### config.mk
export PLATFORM = sky130hd
export DESIGN_NAME = button_click_press_detector_top
export DESIGN_NICKNAME = d
export VERILOG_FILES = /design/src/rtl/bcpd_pkg.sv /design/src/rtl/bcpd_cfg.sv /design/src/rtl/bcpd_core.sv /design/src/rtl/button_click_press_detector_top.sv
export VERILOG_INCLUDE_DIRS = /design/src /design/src/rtl
export SDC_FILE = /design/constraint.sdc
export NUM_CORES = 1
export LEC_CHECK = 0
export BUFFER_PORTS_ARGS = -buffer_cell sky130_fd_sc_hd__buf_2
export CAP_MARGIN = 20
export CORE_MARGIN = 3
export CORE_UTILIZATION = 35
export CTS_CLUSTER_SIZE = 24
export DETAILED_ROUTE_END_ITERATION = 6
export PLACE_DENSITY = 0.62
export SYNTH_ARGS = -nofsm -noshare
export SYNTH_HDL_FRONTEND = slang
export SYNTH_HIERARCHICAL = 1
export SYNTH_SLANG_ARGS = --single-unit
### constraint.sdc
create_clock -name clk -period 4.4 [get_ports clk]
set_input_delay 0.66 -clock clk [delete_from_list [all_inputs] [get_ports clk]]
set_output_delay 0.66 -clock clk [all_outputs]
set_load 0.01 [all_outputs]
### src/rtl/button_click_press_detector_top_defines.svh
// Assertion macros for the button click / press detector.
// Used by bcpd_core and button_click_press_detector_top; they expect clk and arst_n in scope.
`ifndef BUTTON_CLICK_PRESS_DETECTOR_TOP_DEFINES_SVH
`define BUTTON_CLICK_PRESS_DETECTOR_TOP_DEFINES_SVH

`ifndef SYNTHESIS

// Same-cycle implication, checked at every clock edge outside reset.
`define BCPD_ASSERT_IMP(label, ante, cons) \
	label: assert property (@(posedge clk) disable iff (!arst_n) (ante) |-> (cons)) \
		else $error("bcpd assertion failed");

// Next-cycle implication.
`define BCPD_ASSERT_NXT(label, ante, cons) \
	label: assert property (@(posedge clk) disable iff (!arst_n) (ante) |=> (cons)) \
		else $error("bcpd assertion failed");

`else

`define BCPD_ASSERT_IMP(label, ante, cons)
`define BCPD_ASSERT_NXT(label, ante, cons)

`endif

`endif

### src/rtl/bcpd_pkg.sv
// Shared types and register indexes for the button click / press detector.
// No dependencies; imported by every module of the block.
`default_nettype none

package bcpd_pkg;

	localparam int unsigned CFG_IDX_W  = 2;
	localparam int unsigned CFG_DATA_W = 16;

	// Configuration register indexes
	typedef enum logic [CFG_IDX_W-1:0] {
		CFG_DEBOUNCE   = 2'd0,
		CFG_LONG_PRESS = 2'd1,
		CFG_CLICK_GAP  = 2'd2,
		CFG_MAX_CLICKS = 2'd3
	} cfg_idx_t;

	localparam logic [15:0] DEBOUNCE_RST   = 16'd50;
	localparam logic [15:0] LONG_PRESS_RST = 16'd800;
	localparam logic [15:0] CLICK_GAP_RST  = 16'd400;
	localparam logic [3:0]  MAX_CLICKS_RST = 4'd3;

	typedef struct packed {
		logic [15:0] debounce_ms;
		logic [15:0] long_press_ms;
		logic [15:0] click_gap_ms;
		logic [3:0]  max_clicks;
	} cfg_t;

	typedef struct packed {
		logic        level_active;
		logic [31:0] time_ms;
	} sample_t;

	typedef struct packed {
		logic       was_idle;
		logic       press_start;
		logic       press_held;
		logic       press_end;
		logic [3:0] clicks_done;
	} result_t;

endpackage

`default_nettype wire

### src/rtl/bcpd_cfg.sv
// Configuration registers of the button click / press detector.
// Depends on bcpd_pkg.
`default_nettype none

module bcpd_cfg
	import bcpd_pkg::*;
(
	input  wire logic                  clk,
	input  wire logic                  arst_n,
	input  wire logic                  cfg_we,
	input  wire logic [CFG_IDX_W-1:0]  cfg_index,
	input  wire logic [CFG_DATA_W-1:0] cfg_data,
	output cfg_t                       cfg
);

	cfg_t cfg_q;

	always_ff @(posedge clk or negedge arst_n) begin
		if (!arst_n) begin
			cfg_q.debounce_ms   <= DEBOUNCE_RST;
			cfg_q.long_press_ms <= LONG_PRESS_RST;
			cfg_q.click_gap_ms  <= CLICK_GAP_RST;
			cfg_q.max_clicks    <= MAX_CLICKS_RST;
		end else if (cfg_we) begin
			case (cfg_idx_t'(cfg_index))
				CFG_DEBOUNCE:   cfg_q.debounce_ms   <= cfg_data;
				CFG_LONG_PRESS: cfg_q.long_press_ms <= cfg_data;
				CFG_CLICK_GAP:  cfg_q.click_gap_ms  <= cfg_data;
				CFG_MAX_CLICKS: cfg_q.max_clicks    <= cfg_data[3:0];
				default: ;
			endcase
		end
	end

	assign cfg = cfg_q;

endmodule

`default_nettype wire

### src/rtl/bcpd_core.sv
// Mode machine of the detector: state registers and one-item step logic.
// Depends on bcpd_pkg and the assertion macro header.
`default_nettype none

`include "button_click_press_detector_top_defines.svh"

module bcpd_core
	import bcpd_pkg::*;
(
	input  wire logic    clk,
	input  wire logic    arst_n,
	input  wire logic    fire,
	input  wire sample_t item,
	input  wire cfg_t    cfg,
	output result_t      result
);

	typedef enum logic [2:0] {
		MODE_IDLE     = 3'd0,
		MODE_DOWN     = 3'd1,
		MODE_UP       = 3'd2,
		MODE_COUNT    = 3'd3,
		MODE_PRESS    = 3'd4,
		MODE_PRESSEND = 3'd5
	} mode_t;

	mode_t       mode_q, prev_q, mode_d, prev_d;
	logic [31:0] mark_q, mark_d;
	logic [3:0]  tally_q, tally_d;
	logic [31:0] elapsed;
	logic        db_short, db_done, long_hit, gap_hit;
	result_t     res;

	// Elapsed time wraps modulo 2^32.
	assign elapsed  = item.time_ms - mark_q;
	assign db_short = elapsed <  {16'd0, cfg.debounce_ms};
	assign db_done  = !db_short;
	assign long_hit = elapsed >  {16'd0, cfg.long_press_ms};
	assign gap_hit  = elapsed >  {16'd0, cfg.click_gap_ms};

	always_comb begin
		mode_d  = mode_q;
		prev_d  = prev_q;
		mark_d  = mark_q;
		tally_d = tally_q;
		res     = '0;
		res.was_idle = (mode_q == MODE_IDLE);
		case (mode_q)
			MODE_IDLE: begin
				if (item.level_active) begin
					prev_d  = mode_q;
					mode_d  = MODE_DOWN;
					mark_d  = item.time_ms;
					tally_d = '0;
				end
			end
			MODE_DOWN: begin
				if (!item.level_active && db_short) begin
					// bounce: swap back
					prev_d = mode_q;
					mode_d = prev_q;
				end else if (!item.level_active) begin
					prev_d = mode_q;
					mode_d = MODE_UP;
					mark_d = item.time_ms;
				end else if (long_hit) begin
					res.press_start = 1'b1;
					prev_d = mode_q;
					mode_d = MODE_PRESS;
				end
			end
			MODE_UP: begin
				if (item.level_active && db_short) begin
					prev_d = mode_q;
					mode_d = prev_q;
				end else if (db_done) begin
					tally_d = tally_q + 4'd1;
					prev_d  = mode_q;
					mode_d  = MODE_COUNT;
				end
			end
			MODE_COUNT: begin
				if (item.level_active) begin
					prev_d = mode_q;
					mode_d = MODE_DOWN;
					mark_d = item.time_ms;
				end else if (gap_hit || tally_q == cfg.max_clicks) begin
					res.clicks_done = tally_q;
					mode_d  = MODE_IDLE;
					prev_d  = MODE_IDLE;
					mark_d  = '0;
					tally_d = '0;
				end
			end
			MODE_PRESS: begin
				if (!item.level_active) begin
					prev_d = mode_q;
					mode_d = MODE_PRESSEND;
					mark_d = item.time_ms;
				end else begin
					res.press_held = 1'b1;
				end
			end
			MODE_PRESSEND: begin
				if (item.level_active && db_short) begin
					prev_d = mode_q;
					mode_d = prev_q;
				end else if (db_done) begin
					res.press_end = 1'b1;
					mode_d  = MODE_IDLE;
					prev_d  = MODE_IDLE;
					mark_d  = '0;
					tally_d = '0;
				end
			end
			default: begin
				// unused codes: fall back to idle, keep tally and mark
				mode_d = MODE_IDLE;
				prev_d = MODE_IDLE;
			end
		endcase
	end

	always_ff @(posedge clk or negedge arst_n) begin
		if (!arst_n) begin
			mode_q  <= MODE_IDLE;
			prev_q  <= MODE_IDLE;
			mark_q  <= '0;
			tally_q <= '0;
		end else if (fire) begin
			mode_q  <= mode_d;
			prev_q  <= prev_d;
			mark_q  <= mark_d;
			tally_q <= tally_d;
		end
	end

	assign result = res;

	`BCPD_ASSERT_IMP(a_idle_no_tally, mode_q == MODE_IDLE, tally_q == 4'd0)
	`BCPD_ASSERT_NXT(a_start_enters_press, fire && res.press_start, mode_q == MODE_PRESS)
	`BCPD_ASSERT_NXT(a_done_rests, fire && res.clicks_done != 4'd0,
		mode_q == MODE_IDLE && prev_q == MODE_IDLE && mark_q == 32'd0)

endmodule

`default_nettype wire

### src/rtl/button_click_press_detector_top.sv
// Top level of the button click / press detector: input register, result register.
// Depends on bcpd_pkg, bcpd_cfg, bcpd_core and the assertion macro header.
//
//  channel  | handshake               | payload
//  ---------+-------------------------+-------------------------------------
//  sample   | sample_valid / stall    | sample_t: level_active, time_ms
//  result   | result_valid / stall    | result_t: was_idle, press_*, clicks_done
//  cfg      | cfg_we (no wait)        | cfg_index, cfg_data (16 bit)
//
// One item per cycle while the result is not stalled; an accepted sample passes through
// the input register and then the result register before its result can leave.
// The mode machine step (32-bit subtract, compares, mode update) sits between
// the input register and the result register; its state is registered and feeds back.
// Reset puts the machine in idle with a clear mark and tally, and loads the
// register defaults (debounce 50, long press 800, click gap 400, max clicks 3).
// A stalled result holds in its register while one more item waits in the
// input register; sample_stall rises only when both are full.
`default_nettype none

`include "button_click_press_detector_top_defines.svh"

module button_click_press_detector_top
	import bcpd_pkg::*;
(
	input  wire logic                  clk,
	input  wire logic                  arst_n,
	input  wire logic                  cfg_we,
	input  wire logic [CFG_IDX_W-1:0]  cfg_index,
	input  wire logic [CFG_DATA_W-1:0] cfg_data,
	input  wire logic                  sample_valid,
	output logic                       sample_stall,
	input  wire sample_t               sample,
	output logic                       result_valid,
	input  wire logic                  result_stall,
	output result_t                    result
);

	cfg_t    cfg;
	sample_t item_s1;
	logic    valid_s1;
	result_t step_res;
	result_t result_q;
	logic    result_valid_q;
	logic    advance;
	logic    load_s1;

	// Move the held item into the result register whenever that slot frees up.
	assign advance      = valid_s1 && (!result_valid_q || !result_stall);
	assign sample_stall = valid_s1 && !advance;
	assign load_s1      = sample_valid && !sample_stall;

	bcpd_cfg u_cfg (
		.clk       (clk),
		.arst_n    (arst_n),
		.cfg_we    (cfg_we),
		.cfg_index (cfg_index),
		.cfg_data  (cfg_data),
		.cfg       (cfg)
	);

	// The machine steps exactly when its item leaves the input register.
	bcpd_core u_core (
		.clk    (clk),
		.arst_n (arst_n),
		.fire   (advance),
		.item   (item_s1),
		.cfg    (cfg),
		.result (step_res)
	);

	// Control: occupancy of both registers.
	always_ff @(posedge clk or negedge arst_n) begin
		if (!arst_n) begin
			valid_s1       <= 1'b0;
			result_valid_q <= 1'b0;
		end else begin
			valid_s1       <= load_s1 || (valid_s1 && !advance);
			result_valid_q <= advance || (result_valid_q && result_stall);
		end
	end

	// Payload: load on acceptance, hold otherwise.
	always_ff @(posedge clk) begin
		if (load_s1) begin
			item_s1 <= sample;
		end
		if (advance) begin
			result_q <= step_res;
		end
	end

	assign result_valid = result_valid_q;
	assign result       = result_q;

	`BCPD_ASSERT_IMP(a_one_event, result_valid_q,
		$onehot0({result_q.press_start, result_q.press_held, result_q.press_end,
			result_q.clicks_done != 4'd0}))
	`BCPD_ASSERT_IMP(a_idle_quiet, result_valid_q && result_q.was_idle,
		!result_q.press_start && !result_q.press_held && !result_q.press_end)
	`BCPD_ASSERT_IMP(a_empty_never_stalls, !valid_s1, !sample_stall)

endmodule

`default_nettype wire
# Word-level counts from Yosys, hierarchy flattened
# Cells that the tools add are included.
# word_totals
regBits	137
wordCells	119
# classes
addsub	2
order_cmp	3
n_eq_ne	22
muxes	41
bitwise	5
reduce_logical	29
# ops
operator	count
2-to-1 mux 32 bit	7
case mux 32 bit (5 select lines)	1
greater-than comparator 32 x 16 -> 1 bit	2
2-to-1 mux 3 bit	20
case mux 3 bit (6 select lines)	2
less-than comparator 32 x 16 -> 1 bit	1
subtractor 32 bit	1
2-to-1 mux 4 bit	7
!= test 2 bit, second input constant	8
case mux 4 bit (4 select lines)	1
AND reduction 7 bit	2
AND reduction 9 bit	1
AND reduction 2 bit	4
equality test 3 x 2 -> 1 bit, second input constant	2
equality test 3 bit, second input constant	2
logical AND 1 bit	6
!= test 3 bit, second input constant	2
OR reduction 3 bit	2
logical NOT 1 bit	5
NOT 1 bit	5
nonzero test 5 bit	1
adder 4 x 1 -> 4 bit, second input constant	1
equality test 2 bit, second input constant	2
equality test 4 bit	1
other kinds (11)	16

# Logic depth before layout (Yosys ltp)
# depth
ltp_word	8
ltp_mapped	25
ltp_nobuf	22

# Cells and area by module
# Netlist, hierarchy kept.
# modules_own_cells
mod	instances	cells_each	area_per_inst_um2	seq_area_each_um2
bcpd_core	1	761	5781.8	1051.0
bcpd_cfg	1	111	1979.4	1315.0
button_click_press_detector_top	1	49	1323.8	1281.2

# Worst setup path after synthesis
# Ideal clock, no wire load.
# synth_timing
path_kind	reg-to-reg
start	register item_s1[4] (netlist name)
end	register u_core.mark_q[10]
setup_time_ps	133
arrival_ps	4138
required_ps	4267
slack_ps	129
path_stages_with_launch	22
n_path_buf	2
cell_sequence	edfxtp_1 ha_1 a21o_1 a31oi_1 nand2_1 a21o_1 a21o_1 a21o_1 a21oi_1 xnor2_1 ha_1 a21o_1 nand3_1 a21oi_1 o31a_1 or2_2 a21boi_0 o32ai_1 a31o_2 buf_2 clkbuf_1 o21ai_0
# synth_between
elab_chain_len	5
elab_cells_between_ends	11
cone_classes	add/sub: 1; order compare: 2; eq/ne: 4; reduce/logical: 4
# synth_rtl
item	line_no	rtl
start: declaration	button_click_press_detector_top.sv:39	sample_t item_s1;
start signal: assignment	button_click_press_detector_top.sv:85	item_s1 <= sample;
subtractor 32 bit *	bcpd_core.sv:35	assign elapsed = item.time_ms - mark_q;
greater-than comparator 32 x 16 -> 1 bit or less-than comparator 32 x 16 -> 1 bit (tied branches)	bcpd_core.sv:39, bcpd_core.sv:36	
logical OR 1 bit, or another cell as far along	bcpd_core.sv:87	end else if (gap_hit || tally_q == cfg.max_clicks) begin
!= test 3 x 2 -> 1 bit (no line) or != test 2 bit (tied branches)	-	
AND reduction 7 bit (no line) *	-	
end signal: assignment	bcpd_core.sv:133	mark_q <= mark_d;
end: declaration	bcpd_core.sv:28	logic [31:0] mark_q, mark_d;
# Every way passes the cells marked *; elsewhere a longest branch is shown, timed or not.
# A chain may end at the register's enable or synchronous reset.

# Worst setup path in the final report
# layout_timing
start	register item_s1[1] (netlist name)
end	register u_core.mode_q[0]
# layout_between
elab_chain_len	5
elab_cells_between_ends	16
cone_classes	add/sub: 1; order compare: 3; eq/ne: 4; mux: 4; reduce/logical: 4
# layout_rtl
item	line_no	rtl
subtractor 32 bit *	bcpd_core.sv:35	
less-than comparator 32 x 16 -> 1 bit or greater-than comparator 32 x 16 -> 1 bit (tied branches)	bcpd_core.sv:36, bcpd_core.sv:39	
logical AND 1 bit, or another cell as far along	bcpd_core.sv:58	if (!item.level_active && db_short) begin
!= test 4 x 2 -> 1 bit (no line), or another cell as far along	-	
AND reduction 7 bit (no line) or case mux 3 bit (6 select lines) (tied branches)	-	
end signal: assignment	bcpd_core.sv:131	mode_q <= mode_d;
end: declaration	bcpd_core.sv:27	mode_t mode_q, prev_q, mode_d, prev_d;
# Marked as above.

==> impl_metrics.env <==
export IMPL_outcome="finished, violations left"
export IMPL_violations="setup timing"
export IMPL_ctsLongestPathBuffers=2
export IMPL_dp_hpwl_um=16180
export IMPL_instances_no_fill=1392
export IMPL_crit_top_cell="buf_4"
export IMPL_nNetsFinal=1185
export IMPL_hold_path_class="primary input to async pin"
export IMPL_synthCells=921
export IMPL_ios=66
export IMPL_clkTransAtPathRegs_ns=0.06
export IMPL_final_common_cell="nand2_1"
export IMPL_grt_overflow=0
export IMPL_power_leakage_nw=5.062
export IMPL_cp_cell_sequence="buf_4, inv_2, fa_2, nor2b_4, o2111ai_4, nand2_4, a221oi_4, xnor2_1, buf_4, ha_1, nand4_1, a211oi_2, o41ai_2, a21oi_1, buf_4, nor4_2, o211ai_1, nor4_4, buf_4, nor2_4, o21ai_1, o32a_1"
export IMPL_final_setup_skew_ns=0.01084
export IMPL_yosys_warnings=6
export IMPL_postSynthAreaPerCell_um2=9.864
export IMPL_wirelength_um=23080
export IMPL_setup_viol=25
export IMPL_path_delay_family="compound AO/OA/AOI/OAI gates"
export IMPL_mostFrequentLayoutCells="nand2_1 (102), inv_1 (87), dfrtp_1 (85)"
export IMPL_fin_crit_sh_pct=101.7
export IMPL_synth_nets=1057
export IMPL_startpoint_type="flop"
export IMPL_drtPass1Iterations=5
export IMPL_r2r_start="item_s1[1]"
export IMPL_cts_tree="built"
export IMPL_async_flop_share_pct=70.07
export IMPL_place_congestion=0.8796
export IMPL_rsz0062_at_grt="yes"
export IMPL_setup_ws_ns=-0.07436
export IMPL_rows=58
export IMPL_ys_seq_area_share_pct=40.15
export IMPL_peakVddDrop_v=0.0002618
export IMPL_crit_type="flop to flop"
export IMPL_first_global_vias=7082
export IMPL_io_buffers=65
export IMPL_core_um2=25330
export IMPL_final_util_pct=44.82
export IMPL_crit_path_top_delay_cell="edfxtp_1"
export IMPL_worst_ep_required_time_ns=4.71
export IMPL_grt_max_degree=64
export IMPL_cap_violations=0
export IMPL_powerDensity_nw_per_um2=723.8
export IMPL_initial_core_util_pct=35.87
export IMPL_synth_edf_count=41
export IMPL_hold_viol=0
export IMPL_yosysUniqueCellTypes=92
export IMPL_track_usage_pct=15.85
export IMPL_antenna_found_initial=0
export IMPL_grt_pass1_wl_um=36240
export IMPL_drt_initial_drc_count=530
export IMPL_clk_latency_ns=0.43
export IMPL_syn_area_um2=9085
export IMPL_crit_path_end_kind="flop"
export IMPL_final_cell_area_um2=11350
export IMPL_design_die_area_um2=27930
export IMPL_num_antenna_cells=0
export IMPL_via_count=7279
export IMPL_ant_nets=0
export IMPL_wire_per_inst_um=16.58
export IMPL_vias_per_cell=5.229
export IMPL_crit_buf_inv=5
export IMPL_ys_ff_latch=137
export IMPL_critPathLaunch="item_s1[1]"
export IMPL_slew_violations=0
export IMPL_drc=0
export IMPL_finalCriticalPeriod_ns=4.474
export IMPL_die_width_um=167.1
export IMPL_max_stage_delay_ns=0.44
export IMPL_area_delta_synth_final_pct=24.94
export IMPL_place_ws_ns=-0.1313
export IMPL_htreeDepth=4
export IMPL_max_freq_mhz=223.5
export IMPL_whs_ns=0.3212
export IMPL_arrival_ns=4.78
export IMPL_clock_sinks=137
export IMPL_cts_buffers_inserted=17
export IMPL_crit_path_max_fanout=8
export IMPL_cts_root_buf="clkbuf_16"
export IMPL_chipHeight_um=167.1
export IMPL_worst_pin_slew_ns=0.8914
export IMPL_placed_cells=1343
export IMPL_drive_above_1_share_pct=30.51
export IMPL_placed_cell_area_um2=10070
export IMPL_ys_flop_type="dfrtp_1"
export IMPL_maxSlewHeadroom_pct=40.51
==> kinds of logic (layout without fill, tap and decap cells) <==
logic type      Yosys count  in the layout  synth area share, %
compound gates          241            241                18.41
simple gates            259            259                14.63
fa+ha+maj                80             80                11.10
xor+xnor                 25             25                2.410
buf+inv                 122            263                6.280
flops                   137            137                40.15
mux                      57             57                7.024
==> layer usage <==
layer / vias to the layer above / GRT usage, % / share of wire, %
met2: 194 / 25.00 / 47
met1: 3455 / 21.73 / 46
li1: 3602 / - / -
met3: 28 / 3.447 / 4.6
met5: - / 0 / 0
met4: 0 / 5.308 / 1.9
==> layout make-up <==
type / instances / area, um^2
fillers: 2382 / 13980
multi-input cells: 662 / 5234
flip-flops and latches: 137 / 3647
repair buffers: 140 / 1035
clock buffers: 27 / 621.8
well taps: 330 / 412.9
inverters: 91 / 341.6
clock inverters: 5 / 58.81
==> final timing paths <==
| check | end | slack [ns] | depth (start not counted) |
|---|---|---|---|
| hold / removal | u_cfg/cfg[47] | 0.32 | 1 |
| setup reg to reg | u_core/mode_q[0] | -0.07 | 22 |
| setup / recovery | u_core/mode_q[0] | -0.07 | 22 |
| hold reg to reg | u_core/mark_q[12] | 0.48 | 2 |
| min in group clk | item_s1[13] | 0.40 | 1 |
| max in group asynchronous | u_cfg/cfg[28] | 3.00 | 2 |
==> stage by stage <==
stage / TNS [ns] / power [mW]
4_1_cts: -0.01472 / 7.731
3_5_place_dp: -2.188 / 5.967
6_report: -0.9399 / 8.216
5_1_grt: -7.079 / 8.880
3_3_place_gp: -0.05965 / 5.900
2_1_floorplan: 0 / 4.712
==> cell usage after synthesis (6+ instances only) <==
library cell  instances  area, um^2
o21ai_1              10       50.05
nor2_1               39       146.4
inv_1                91       341.6
a31oi_1               8       50.05
and2_1                9       56.30
a21o_1               18       135.1
mux2_2               54       608.1
nor2b_1               7       43.79
buf_2                11       55.05
o21a_1               15       112.6
dfrtp_1              85        2127
a21oi_2               6       52.55
ha_1                 79       988.5
nor3_1               14       70.07
o21bai_1              6       45.04
clkbuf_1              6       22.52
o211ai_1             10       75.07
dfstp_2              11       289.0
nand2_1             105       394.1
nand3_1              15       75.07
edfxtp_1             41        1231
nand4_1              21       131.4
a21oi_1              45       225.2
nor4_1                7       43.79
o21ai_0              53       265.3
a21boi_0             10       75.07
xor2_1                8       70.07
xnor2_1              17       148.9
==> where the power goes <==
group	total, mW	switching (mW)	internal [mW]
logic	4.77	2.62	2.15
registers	1.83	0.215	1.62
clock network	1.61	0.575	1.03
==> state kept, by name, summed over array words and instances, names as in the netlist <==
name            cells
result_valid        1
u_core/mark_q      32
u_cfg/cfg          52
u_core/mode_q       3
valid_s1            1
u_core/prev_q       3
u_core/tally_q      4
item_s1            33
result              8
==> repair_timing <==
item / 4_1_cts / 5_1_grt
pin swaps: 16 / 41
hold buffers: 0 / 0
resized for setup: 20 / 56
cloned: 0 / 5
setup endpoints to repair: 41 / 47
setup buffers: 1 / 13
(Power assumes the default switching activity.)
